`src/rtl/wst_pkg.sv`:
```
`default_nettype none
package wst_pkg;

	localparam int CW    = 32;
	localparam int F     = 16;
	localparam int QB    = CW - 1;
	localparam int PRODW = 2 * CW;
	localparam int CLIPW = 50;
	localparam int MAGW  = CLIPW;
	localparam int SCRW  = 15;
	localparam int CFGW  = 64;
	localparam int IDXW  = 3;
	localparam int MULW  = CW + 1 + SCRW + 1;

	localparam logic [CFGW-1:0] RST_ROW_X  = 64'h0000_0001_0000_0000;
	localparam logic [CFGW-1:0] RST_ROW_Y  = 64'h0000_0000_0001_0000;
	localparam logic [CFGW-1:0] RST_ROW_W  = 64'h0;
	localparam logic [CFGW-1:0] RST_OFF_XY = 64'h0;
	localparam logic [CW-1:0]   RST_OFF_W  = 32'h0001_0000;
	localparam logic [SCRW-1:0] RST_SCR_W  = 15'd640;
	localparam logic [SCRW-1:0] RST_SCR_H  = 15'd480;

	typedef enum logic [IDXW-1:0] {
		REG_ROW_X  = 3'd0,
		REG_ROW_Y  = 3'd1,
		REG_ROW_W  = 3'd2,
		REG_OFF_XY = 3'd3,
		REG_OFF_W  = 3'd4,
		REG_SCR_W  = 3'd5,
		REG_SCR_H  = 3'd6
	} wst_reg_t;

	typedef struct packed {
		logic signed [CW-1:0] world_x;
		logic signed [CW-1:0] world_y;
	} wst_in_t;

	typedef struct packed {
		logic signed [CW-1:0] pix_x;
		logic signed [CW-1:0] pix_y;
		logic                 bad_point;
	} wst_out_t;

	typedef struct packed {
		logic [MAGW-1:0] ub;
		logic [MAGW-1:0] rx;
		logic [MAGW-1:0] ry;
		logic [QB-1:0]   lx;
		logic [QB-1:0]   ly;
		logic [QB-1:0]   qx;
		logic [QB-1:0]   qy;
		logic            neg_x;
		logic            neg_y;
		logic            ovf_x;
		logic            ovf_y;
		logic            zb;
		logic            zax;
		logic            zay;
	} wst_div_t;

endpackage
`default_nettype wire

```
`src/rtl/wst_div_step.sv`:
```
`default_nettype none
module wst_div_step (
	input  wire logic              clk,
	input  wire logic              en,
	input  wire wst_pkg::wst_div_t d,
	output wst_pkg::wst_div_t      q
);

	logic [wst_pkg::MAGW:0]   tx;
	logic [wst_pkg::MAGW:0]   ty;
	logic                     gx;
	logic                     gy;
	wst_pkg::wst_div_t        nxt;

	always_comb begin
		tx = {d.rx, d.lx[wst_pkg::QB-1]};
		ty = {d.ry, d.ly[wst_pkg::QB-1]};
		gx = tx >= {1'b0, d.ub};
		gy = ty >= {1'b0, d.ub};
		nxt = d;
		nxt.rx = gx ? wst_pkg::MAGW'(tx - {1'b0, d.ub}) : wst_pkg::MAGW'(tx);
		nxt.ry = gy ? wst_pkg::MAGW'(ty - {1'b0, d.ub}) : wst_pkg::MAGW'(ty);
		nxt.lx = {d.lx[wst_pkg::QB-2:0], 1'b0};
		nxt.ly = {d.ly[wst_pkg::QB-2:0], 1'b0};
		nxt.qx = {d.qx[wst_pkg::QB-2:0], gx};
		nxt.qy = {d.qy[wst_pkg::QB-2:0], gy};
	end

	always_ff @(posedge clk) begin
		if (en) begin
			q <= nxt;
		end
	end

endmodule
`default_nettype wire

```
`config.mk`:
```
export PLATFORM = sky130hd
export DESIGN_NAME = wst_div_step
export DESIGN_NICKNAME = d
export VERILOG_FILES = /design/src/rtl/wst_pkg.sv /design/src/rtl/wst_div_step.sv
export SDC_FILE = /design/constraint.sdc
export NUM_CORES = 1
export LEC_CHECK = 0
export BUFFER_PORTS_ARGS = -buffer_cell sky130_fd_sc_hd__buf_2
export CORE_AREA = 2 2 221 223
export CTS_BUF_LIST = sky130_fd_sc_hd__clkbuf_2 sky130_fd_sc_hd__clkbuf_4 sky130_fd_sc_hd__clkbuf_8
export CTS_CLUSTER_SIZE = 20
export DETAILED_ROUTE_END_ITERATION = 8
export DIE_AREA = 0 0 223 225
export GPL_TIMING_DRIVEN = 0
export PLACE_DENSITY_LB_ADDON = 0.15
export SLEW_MARGIN = 20
export SYNTH_ARGS = -nofsm -noshare
export SYNTH_HDL_FRONTEND = slang
export SYNTH_SLANG_ARGS = --single-unit
```
`constraint.sdc`:
```
create_clock -name clk -period 10.77 [get_ports clk]
set_input_delay 2.154 -clock clk [delete_from_list [all_inputs] [get_ports clk]]
set_output_delay 2.154 -clock clk [all_outputs]
set_load 0.02 [all_outputs]
```
# ---- Word-level counts from Yosys, hierarchy flattened
# Cells that the tools add are included.
dict set report classes {
  addsub 2
  order_cmp 2
  n_mux 2
}
# operator count
set op_table {}
lappend op_table {{51-bit by 50-bit >= comparator with 1-bit output} 2}
lappend op_table {{50-bit two-way mux} 2}
lappend op_table {{50-bit subtractor} 2}
dict set report word_totals {
  regBits 279
  input_bits 283
  output_inout_bits 281
  word_cells 20
}

# ---- Logic depth before layout (Yosys ltp)
dict set report logic_depth {
  ltp_word 2
  ltp_mapped 15
  ltp_nobuf 13
}

# ---- Least setup slack after synthesis
# Ideal clock, no wire load.
dict set report synth_timing {
  kind {input -> register}
  from {input port d[232] (netlist name)}
  to {register q[138] (netlist name), data pin}
  setup_time_ns 0.260
  arrival_ns 4.805
  required_ns 10.510
  slack_ns 5.704
  stages 14
  n_path_buf 2
  cell_sequence {inv_1 -> ha_1 -> nor2b_1 -> o31a_1 -> o41a_1 -> o211ai_2 -> a21o_2 -> a21boi_2 -> o31ai_4 -> and2_1 -> buf_6 -> inv_4 -> buf_6 -> mux2_4}
}
# element line_no
set synth_rtl {}
lappend synth_rtl {{from (decl)} wst_div_step.sv:5} ;# input wire wst_pkg::wst_div_t d,
lappend synth_rtl {{to (signal assigned)} wst_div_step.sv:31} ;# q <= nxt;
lappend synth_rtl {{to (decl)} wst_div_step.sv:6} ;# output wst_pkg::wst_div_t q

==> metrics <==
Pwr Density ~160 nW/um^2; Most flops, register q; CP max FO 10; Least-Margin Pin Slew 0.8541 ns; Worst Path Arrival between 6 and 7 ns; initial antenna violation count 11; count of input and output buffers 559; CP peak stage delay 0.66 ns; Post-Route WL about 61,000 um; WP depth 13; final-report setup violation count 0; most common cell after layout, fill and taps aside buf_2; CP startpoint d[232]; Slew Viols, Final 0; CP top delay family compound AO/OA/AOI/OAI gates; Worst path slowest cell o21ai_0; Yosys reg bits roughly 280; DRT iter0 DRCs ~1.1k; slew margin rel. 0.4306; met1 Resource Use GR 0.2827; met2 usage 0.4140; fillers ~4.7k; largest net degree at the start of global routing 100; all-layer global routing usage 0.2331; die area ~50,000 sq um; Max-cap violations 0; drc violations 0; core area roughly 48,000 sq um; share of layout cells above drive strength 1 0.3367; I/O Pins about 560; clk sink count around 280; Placer Congestion 0.9237; die width 223 um; worst path buffer plus inverter count 4; top cell type's share of synthesized area 0.5275; total CTS buffers 51; biggest regs q x279; critical path launch point type input pin; Clock Tree Buf Depth 3; FP Rows 80; library cells used by synthesis 73; number of global-route vias before repair between 10k and 15k; Max IR drop VDD 0.09380 mV; Die H roughly 230 um; synthesized area per cell around 11 sq um; Final ANT Viol Nets 0; grt ovf 0; Post-DP HPWL approximately 50,000 um; Synth Cell Area between 15,000 and 20,000 sq um; top_reg_cell synth edfxtp_1; postcts setup bufs 0; Cell Chain, Critical Path buf_2, inv_1, ha_1, nor2b_1, o31ai_1, a211oi_1, o21ai_1, a32o_1, nor4_1, o21ai_0, clkbuf_1, clkbuf_1, o21ai_0; vias 13.97k; Largest register FFs 279; largest cells by area after synthesis edfxtp_1 (53%), ha_1 (7.9%), a21oi_1 (3.5%); post-synthesis async set-or-reset flop share 0; gr busiest metal met2; YS warnings 0; grt met3 use 0.05280; Syn-to-layout area delta 29.50%; Synth area leader edfxtp_1; placed cells between 2k and 3k; clk slew on worst S/H paths about 0.07 ns; Seq/Total Area, Yosys 0.5275; cell leakage power 9.038 nW; commonest non-fill, non-tap cells in the layout buf_2 (563), edfxtp_1 (279), nand2_1 (140); fin nets 2,433; Critical Setup Path Class in2reg; Hold Buf Count CTS 0; Final Cycle Share 0.5566; Setup crit end q[226]; Avg WL per Cell around 23 um; unrepaired setup endpoints after global routing false; Fmax approximately 0.17 GHz; Pre-antenna DRT Iters 8; Via density between 5 and 6; CTS tree built; Fin Setup TNS 0 ns; CTS root buffer clkbuf_8; H-tree depth 2; final hold violations 0; HP Class in2reg; first-pass GRT wire length 86,770 um; Worst EP required roughly 11 ns; Cell Count, Final, Fillers Out between 2k and 3k; initial cell density of the core 0.3340; Crit. End Element register; Gates resized, CTS repair 0; fin crit period between 5 and 6 ns; status completed; Syn Inst Count 1,432; number of synthesized flops with an enable pin between 200 and 300
==> cells in the mapped netlist, drive strengths merged, types with 8 or more instances <==
library cell / count
inv: 82
o31ai: 21
and3: 14
nor3: 23
a21oi: 112
xnor2: 48
buf: 12
o21a: 15
xor2: 29
nor4: 11
a211oi: 10
edfxtp: 279
o21ai: 115
and2: 12
nand3: 44
clkbuf: 41
a31oi: 12
ha: 100
mux2: 39
a21o: 51
nand4: 24
a21boi: 8
nor2b: 8
o211ai: 11
nand2: 140
o21bai: 14
nor2: 82
==> layer usage <==
layer,up-vias,wire [um]
li1,6615,-
met1,6740,25190
met2,509,30360
met3,99,3772
met4,6,1626
met5,-,42
==> metrics by stage <==
step	area, sq um	total power, mW	util	hold WS [ns]	setup slack [ns]
after global routing	20560	3.471	0.4324	1.651	4.469
after global placement	19450	2.311	0.4091	2.331	3.374
after detailed placement	19550	2.309	0.4111	2.332	3.984
after CTS	20550	3.352	0.4323	1.639	4.675
final	20570	3.308	0.4326	1.688	4.775
after floorplan	15890	1.957	-	2.253	5.704
==> kinds of logic after synthesis <==
family	after synthesis	share of synthesized area
compound gates	410	0.1632
xor+xnor	77	0.04246
fa+ha+maj	102	0.08130
buf+inv	135	0.03506
flops	279	0.5275
mux	40	0.03490
other cells	1	0.0002361
simple gates	388	0.1153
==> final cells by class <==
| type | instances | area [sq um] | share of cell area |
|---|---|---|---|
| Sequential cell | 279 | 8378 | 0.4074 |
| Multi-Input combinational cell | 1019 | 6950 | 0.3380 |
| Timing Repair Buffer | 562 | 2890 | 0.1405 |
| Clock buffer | 66 | 820.8 | 0.03991 |
| Tap cell | 615 | 769.5 | 0.03742 |
| Inverter | 82 | 310.3 | 0.01509 |
| Buffer | 53 | 246.5 | 0.01199 |
| Clock inverter | 27 | 187.7 | 0.009126 |
| Antenna cell | 5 | 12.51 | 0.0006084 |
==> power breakdown <==
part	total, mW	switching [mW]	leakage [nW]	internal [mW]
sequential	1.37	0.0291	2.73	1.34
clock	1.02	0.471	0.533	0.548
combinational	0.917	0.585	5.78	0.332
total	3.31	1.09	9.04	2.22
==> worst min path at each step <==
stage               slack, ns  depth (start not counted)  startpoint     end
floorplan                2.25                          0        d[0]    q[0]
finish                   1.69                          1       d[24]   q[25]
global placement         2.33                          1       d[96]   q[97]
CTS                      1.64                          1      d[129]  q[130]
global route             1.65                          1      d[129]  q[130]
detailed placement       2.33                          1       d[64]   q[65]
Note: power is estimated with default switching activity, not from simulation.
